`config.mk`:
```
export PLATFORM = sky130hd
export DESIGN_NAME = omw_div_stage
export DESIGN_NICKNAME = d
export VERILOG_FILES = /design/src/sv/assert_macros.svh /design/src/sv/omw_pkg.sv /design/src/sv/omw_div_stage.sv
export SDC_FILE = /design/constraint.sdc
export NUM_CORES = 1
export LEC_CHECK = 0
export BUFFER_PORTS_ARGS = -buffer_cell sky130_fd_sc_hd__buf_2
export CAP_MARGIN = 0
export CORE_ASPECT_RATIO = 0.75
export CORE_MARGIN = 2
export CORE_UTILIZATION = 45
export CTS_CLUSTER_SIZE = 40
export DETAILED_ROUTE_END_ITERATION = 8
export PLACE_DENSITY = 0.73
export RECOVER_POWER = 50
export SLEW_MARGIN = 20
export SYNTH_ARGS = -nofsm -noshare
export SYNTH_HDL_FRONTEND = slang
export SYNTH_SLANG_ARGS = --single-unit
```
`constraint.sdc`:
```
create_clock -name aclk -period 3.16 [get_ports aclk]
set_input_delay 0.474 -clock aclk [delete_from_list [all_inputs] [get_ports aclk]]
set_output_delay 0.474 -clock aclk [all_outputs]
set_load 0.005 [all_outputs]
```
`src/sv/assert_macros.svh`:
```
// assertion macros shared by the mixer rtl
// no dependencies; included by files that carry concurrent checks
`ifndef ASSERT_MACROS_SVH
`define ASSERT_MACROS_SVH
`ifndef SYNTHESIS
`define OMW_ASSERT(label, clk, rst_n, prop) \
    label: assert property (@(posedge clk) disable iff (!rst_n) prop) \
        else $error("omw assertion failed");
`define OMW_ASSERT_NR(label, clk, prop) \
    label: assert property (@(posedge clk) prop) else $error("omw assertion failed");
`else
`define OMW_ASSERT(label, clk, rst_n, prop)
`define OMW_ASSERT_NR(label, clk, prop)
`endif
`endif

```
`src/sv/omw_pkg.sv`:
```
// shared constants, sine table and helper functions of the omni wheel mixer
// no dependencies; imported by every mixer module
`default_nettype none
package omw_pkg;

    localparam int MOTOR_COUNT        = 4;
    localparam int SINE_FRAC_BITS_DEF = 15;
    localparam int CFG_ADDR_W         = 3;
    localparam int ANGLE_W            = 9;

    localparam logic [8:0] FULL_TURN    = 9'd360;
    localparam logic [8:0] HALF_TURN    = 9'd180;
    localparam logic [7:0] QUARTER_TURN = 8'd90;
    localparam logic [7:0] PWM_LIMIT    = 8'd255;

    // register indexes of the configuration port
    localparam logic [CFG_ADDR_W-1:0] REG_MOTOR_ANGLE_0 = 3'd0;
    localparam logic [CFG_ADDR_W-1:0] REG_MOTOR_ANGLE_1 = 3'd1;
    localparam logic [CFG_ADDR_W-1:0] REG_MOTOR_ANGLE_2 = 3'd2;
    localparam logic [CFG_ADDR_W-1:0] REG_MOTOR_ANGLE_3 = 3'd3;

    // battery scale reciprocal: x / 100 == (x * 20972) >> 21 for x below 2^15
    localparam logic [14:0] BATT_RECIP = 15'd20972;
    localparam int          BATT_SHIFT = 21;

    // per-transaction sign and limit flags carried down the pipe
    typedef struct packed {
        logic                   over;
        logic [MOTOR_COUNT-1:0] fwd;
        logic [MOTOR_COUNT-1:0] rev;
    } omw_flags_t;

    // round(sin(d deg) * 65536), d = 0..90
    localparam logic [16:0] QUARTER_SINE [0:90] = '{
        17'd0,     17'd1144,  17'd2287,  17'd3430,  17'd4572,  17'd5712,  17'd6850,
        17'd7987,  17'd9121,  17'd10252, 17'd11380, 17'd12505, 17'd13626, 17'd14742,
        17'd15855, 17'd16962, 17'd18064, 17'd19161, 17'd20252, 17'd21336, 17'd22415,
        17'd23486, 17'd24550, 17'd25607, 17'd26656, 17'd27697, 17'd28729, 17'd29753,
        17'd30767, 17'd31772, 17'd32768, 17'd33754, 17'd34729, 17'd35693, 17'd36647,
        17'd37590, 17'd38521, 17'd39441, 17'd40348, 17'd41243, 17'd42126, 17'd42995,
        17'd43852, 17'd44695, 17'd45525, 17'd46341, 17'd47143, 17'd47930, 17'd48703,
        17'd49461, 17'd50203, 17'd50931, 17'd51643, 17'd52339, 17'd53020, 17'd53684,
        17'd54332, 17'd54963, 17'd55578, 17'd56175, 17'd56756, 17'd57319, 17'd57865,
        17'd58393, 17'd58903, 17'd59396, 17'd59870, 17'd60326, 17'd60764, 17'd61183,
        17'd61584, 17'd61966, 17'd62328, 17'd62672, 17'd62997, 17'd63303, 17'd63589,
        17'd63856, 17'd64104, 17'd64332, 17'd64540, 17'd64729, 17'd64898, 17'd65048,
        17'd65177, 17'd65287, 17'd65376, 17'd65446, 17'd65496, 17'd65526, 17'd65536
    };

    // reduce a 9-bit angle into 0..359
    function automatic logic [8:0] mod_turn9(input logic [8:0] a);
        return (a >= FULL_TURN) ? a - FULL_TURN : a;
    endfunction

    // clamp battery to 0..100 and form the unsigned q1.8 scale
    function automatic logic [8:0] batt_scale(input logic signed [8:0] batt);
        logic [6:0]  b;
        logic [14:0] x;
        logic [29:0] p;
        if (batt <= 9'sd0) begin
            b = 7'd0;
        end else if (batt > 9'sd100) begin
            b = 7'd100;
        end else begin
            b = batt[6:0];
        end
        x = {b, 8'd0} + 15'd50;
        p = 30'(x) * 30'(BATT_RECIP);
        return p[BATT_SHIFT +: 9];
    endfunction

endpackage
`default_nettype wire

```
`src/sv/omw_div_stage.sv`:
```
// one quotient bit of the pipelined restoring divider for all four motors
// depends on omw_pkg
`default_nettype none
module omw_div_stage #(
    parameter int SINE_FRAC_BITS = omw_pkg::SINE_FRAC_BITS_DEF,
    parameter int BIT_POS = 7,
    localparam int MAG_W = SINE_FRAC_BITS + 21,
    localparam int NUM_W = MAG_W + 8
) (
    input  logic                                       aclk,
    input  logic                                       stage_en,
    input  logic [omw_pkg::MOTOR_COUNT-1:0][NUM_W-1:0] rem_in,
    input  logic [MAG_W-1:0]                           dvs_in,
    input  logic [omw_pkg::MOTOR_COUNT-1:0][7:0]       q_in,
    input  omw_pkg::omw_flags_t                        flags_in,
    output logic [omw_pkg::MOTOR_COUNT-1:0][NUM_W-1:0] rem_out,
    output logic [MAG_W-1:0]                           dvs_out,
    output logic [omw_pkg::MOTOR_COUNT-1:0][7:0]       q_out,
    output omw_pkg::omw_flags_t                        flags_out
);
    import omw_pkg::*;

    logic [MOTOR_COUNT-1:0][NUM_W-1:0] rem_reg;
    logic [MAG_W-1:0]                  dvs_reg;
    logic [MOTOR_COUNT-1:0][7:0]       q_reg;
    omw_flags_t                        flags_reg;

    // trial subtract of the shifted divisor, only when the limit applies
    always_ff @(posedge aclk) begin
        logic [NUM_W-1:0] sub;
        if (stage_en) begin
            sub = NUM_W'(dvs_in) << BIT_POS;
            for (int m = 0; m < MOTOR_COUNT; m++) begin
                if (flags_in.over && rem_in[m] >= sub) begin
                    rem_reg[m] <= rem_in[m] - sub;
                    q_reg[m]   <= q_in[m] | (8'd1 << BIT_POS);
                end else begin
                    rem_reg[m] <= rem_in[m];
                    q_reg[m]   <= q_in[m];
                end
            end
            dvs_reg   <= dvs_in;
            flags_reg <= flags_in;
        end
    end

    assign rem_out   = rem_reg;
    assign dvs_out   = dvs_reg;
    assign q_out     = q_reg;
    assign flags_out = flags_reg;

endmodule
`default_nettype wire

```
; Word level (Yosys, flattened, before mapping)
; Index checks and enable logic that the tools add are counted.
[totals]
ff_bits = 253
output_inout_bits = 253
in_bits = 255
wordCells = 32
[op_classes]
mux = 4
n_reduce_logical = 4
magnitude_cmp = 4
addsub = 4
[op_table]
columns = op, n
row1 = $ge 44x43->1, 4
row2 = $mux 44, 4
row3 = $sub 44x43->44, 4
row4 = $logic_and 1x1->1, 4

; Depth between registers and ports, before layout
[depth]
word_depth = 3
ltp_mapped = 15
ltp_nobuf = 13

; Worst setup path after synthesis
; Ideal clock, no wire load.
[synth_timing]
kind = input -> register
startpoint = in dvs_in[1]
endpoint = reg rem_reg, in the netlist rem_out[142] (data pin)
setup_ns = 0.260
setup_slack_ns = -0.131
arrival_ns = 3.031
required_ns = 2.900
stages = 12
cell_sequence = inv_1 ha_1 nor2b_1 o31a_1 o31ai_1 o211ai_1 a211oi_1 o21ai_0 a31oi_1 a2bb2oi_2 buf_2 mux2_2
[synth_via]
elab_chain_len = 3
[synth_lines]
columns = item, line_no
row1 = "start, declared", omw_div_stage.sv:13  ; input logic [MAG_W-1:0] dvs_in,
row2 = $ge 44x43->1, omw_div_stage.sv:34  ; if (flags_in.over && rem_in[m] >= sub) begin
row3 = $logic_and 1x1->1, omw_div_stage.sv:34
row4 = $mux 44 *, omw_div_stage.sv:34
row5 = "end signal, assigned by index", omw_div_stage.sv:35  ; rem_reg[m] <= rem_in[m] - sub;
row6 = "end signal, assigned by index", omw_div_stage.sv:38  ; rem_reg[m] <= rem_in[m];
row7 = "end, declared", omw_div_stage.sv:23  ; logic [MOTOR_COUNT-1:0][NUM_W-1:0] rem_reg;
; Mark *: on every way between the ends. The rest lies on a longest branch, timed or not.
; A chain may end at the register's enable or synchronous reset.

; Worst setup path in the final report
[layout_timing]
startpoint = in dvs_in[5]
endpoint = reg rem_reg, in the netlist rem_out[157] (data pin)
; The elaborated chain is that of the path after synthesis.

==> summary.md <==
| Metric | Value |
|---|---|
| Outcome | finished, final reports clean |
| FFs w/ async S/R, synth | 0% |
| Final-layout fill cell count | 3,122 |
| Final min period | 3.08 ns |
| Num Clock Sinks | 253 |
| Vias post-DR | 17,300 |
| DIE HEIGHT | 174 µm |
| Row count | 62 |
| Register Area | 7600 µm² |
| Multi-input logic area | 9290 µm² |
| WP data arrival | 3.39 ns |
| Number of synthesized flops with an enable pin | 253 |
| Syn Area/Cell | 10.0 µm² |
| CP Buf/Inv Count | 4 |
| Max-slew violation total from the final report | 0 |
| Power per Cell Area | 453 nW/µm² |
| Die X | 230 µm |
| Crit path capture type | flip-flop |
| Syn_nets | 2,128 |
| Slowest CP cell | mux2_2 |
| Leak | 11.3 nW |
| Layout cells sized above 1 | 38.1% |
| Tightest Pin Transition | 0.756 ns |
| Setup Crit Path Kind | in2reg |
| Final WL | 62,300 µm |
| Longest Clk Path Bufs | 3 |
| Cell count after synthesis | 1,725 |
| Avg WL per Cell | 19.6 µm |
| Vias in the first global route | 16,600 |
| TritonCTS clock tree | built |
| DRC | 0 |
| Final number of hold-violating endpoints | 0 |
| Maximum capacitance violations | 0 |
| Crit path cell chain | clkbuf_1, inv_1, buf_4, ha_1, a211oi_2, o21bai_1, a21oi_1, o211ai_1, a211oi_2, o21ai_1, a31oi_2, a2bb2oi_4, buf_12, mux2_2 |
| Hold WC Path Type | in2reg |
| Pwr Total | 11.1 mW |
| CTS H-tree lvls | 1 |
| Post-synth cell types | 79 |
| Crit path max-delay family | compound AO/OA/AOI/OAI gates |
| Io pins | 508 |
| CP Max Fanout | 36 |
| Peak VDD IR | 0.000459 V |
| Startpoint Class | primary input |
| Starting Density | 45.4% |
| Via density | 5.45 |
| Synthesized cell area | 17,200 µm² |
| Die area | 39,900 µm² |
| Worst slew margin relative to its limit | 49.6% |
| Clk slew on worst S/H paths | 0.06 ns |
| Final ANT Viol Nets | 0 |
| Placer Congestion | 0.984 |
| GRT Util Overall | 29.8% |
| Nets | 3,031 |
| Core Footprint | 38,000 µm² |
| Final setup viols | 0 |
| Sequential area share after synthesis | 44.1% |
| Share of the synthesized area in the top cell type | 44.1% |
| Port Buffer Count | 507 |
| First-pass GRT wire length | 92,300 µm |
| Clock tree root buffer cell | clkbuf_16 |
| Synth area leaders | edfxtp_1, ha_1, o21ai_0 |
| Worst path max stage delay | 0.35 ns |
| Initial antenna violation count | 12 |
| Yosys Warn Count | 0 |
| WHS | 0.0720 ns |
| Final HPWL DP | 51,300 µm |
| Fin crit share | 97.3% |
| Top_reg_cell synth | edfxtp_1 |
| Drt pass-1 iters | 6 |
| Most used cell, CP | a211oi_2 |
| Layout area overhead | 42.4% |
| Largest net degree at the start of global routing | 84 |
| Worst Path Required | 3.47 ns |
| RSZ-0062 raised after global routing | true |
| CTS buffer count | 27 |
| Starting DRT DRC Count | 1,398 |
| Fmax | 0.325 GHz |
| Synth area leader | edfxtp_1 |
| Synth Register Bits | 253 |
| Leftover overflow at the end of global routing | 0 |
==> what timing repair did <==
action / 4_1_cts / 5_1_grt
buffers inserted: 0 / 1
hold buffers: 0 / 0
gates cloned: 1 / 0
resized for setup: 0 / 21
setup endpoints to repair: 1 / 40
pin swaps: 1 / 1
==> through the flow <==
| stage | worst slack (ns) | area (µm²) | setup TNS, ns | util (%) | std cells |
|---|---|---|---|---|---|
| 2_1_floorplan | 0.00681 | 17300 | 0 | - | 1725 |
| 3_3_place_gp | -0.502 | 23500 | -48.14 | 61.9 | 3109 |
| 3_5_place_dp | -0.620 | 23500 | -55.42 | 61.9 | 3109 |
| 4_1_cts | 0.0856 | 24400 | 0 | 64.3 | 3160 |
| 5_1_grt | -0.0314 | 24500 | -0.219 | 64.6 | 3170 |
| 6_report | 0.0846 | 24600 | 0 | 64.6 | 3173 |
==> final timing paths <==
path	slack, ns	cells after the start	end	from
max	0.08	14	rem_out[157]	dvs_in[5]
min	0.07	1	q_out[1]	q_in[1]
==> layout make-up <==
cell class,instances,share of cell area [%]
clock inverters,21,0.882
diodes,12,0.122
clock buffers,29,2.78
multi-input cells,1339,37.8
well taps,512,2.61
flip-flops and latches,253,30.9
repair buffers,931,23.6
inverters,76,1.19
==> placed cells by master (no fill, tap or decap), types with 19 or more instances in the layout <==
master       n
nor2b_1     21
a21oi_1    149
nand2b_1    19
o21bai_1    26
xor2_1      57
nand4_1     27
edfxtp_1   253
mux2_2      29
clkbuf_1    40
o21ai_0    181
a31oi_1     20
xnor2_1     69
a21o_1      68
inv_1       73
buf_2      468
nor2_1      80
clkbuf_16   27
nand2_1    208
ha_1       140
buf_4      414
nand3_1     32
==> cell families (layout without fill, tap and decap cells) <==
family                   count (synthesis)  count (layout)  synth area share, %
AO/OA/AOI/OAI                          564             565                 20.5
AND/OR/NAND/NOR                        468             468                 13.0
flip-flops                             253             253                 44.1
adder cells (fa/ha/maj)                148             148                 10.9
buffers and inverters                  134            1057                 3.09
XOR/XNOR                               126             126                 6.40
multiplexers                            32              32                 2.07
other                                    0              12                    0
==> Yosys cell counts (5+ instances only) <==
cell        n
a211o_1     6
inv_1      76
xor2_1     57
a311oi_1    5
and3_1     14
nor4_1      8
a21o_1     68
o21ai_0   184
mux2_2     29
a21oi_1   149
nor3_1     15
nor2b_1    21
o21a_1     13
nand2_1   208
o211ai_1    9
nand2b_1   19
nor2_1     81
o21bai_1   26
edfxtp_1  253
buf_2       6
o31ai_1    14
and2_1     12
nand4_1    27
a31oi_1    21
o31a_1      5
nand3_1    32
clkbuf_1   46
ha_1      144
and4_1      6
a211oi_1   19
xnor2_1    69
==> state kept, by name, summed over array words and instances, names as in the netlist <==
register and flops:
dvs_out 36, flags_out 9, q_out 32, rem_out 176
==> routing by layer <==
| metal | global-route usage [%] | vias to the layer above | part of all wire [%] |
|---|---|---|---|
| met2 | 46.4 | 747 | 44 |
| met1 | 42.2 | 8149 | 44 |
| met3 | 4.33 | 114 | 7.8 |
| met5 | 0 | - | 0.019 |
| met4 | 11.6 | 2 | 3.8 |
| li1 | - | 8287 | - |
==> where the power goes <==
part	leakage, nW	internal (mW)	total [mW]	switching [mW]
logic	8.43	1.72	3.56	1.84
clock network	0.434	1.89	3.31	1.42
registers	2.47	4.14	4.25	0.108
Power figures use the tool's default switching activity.
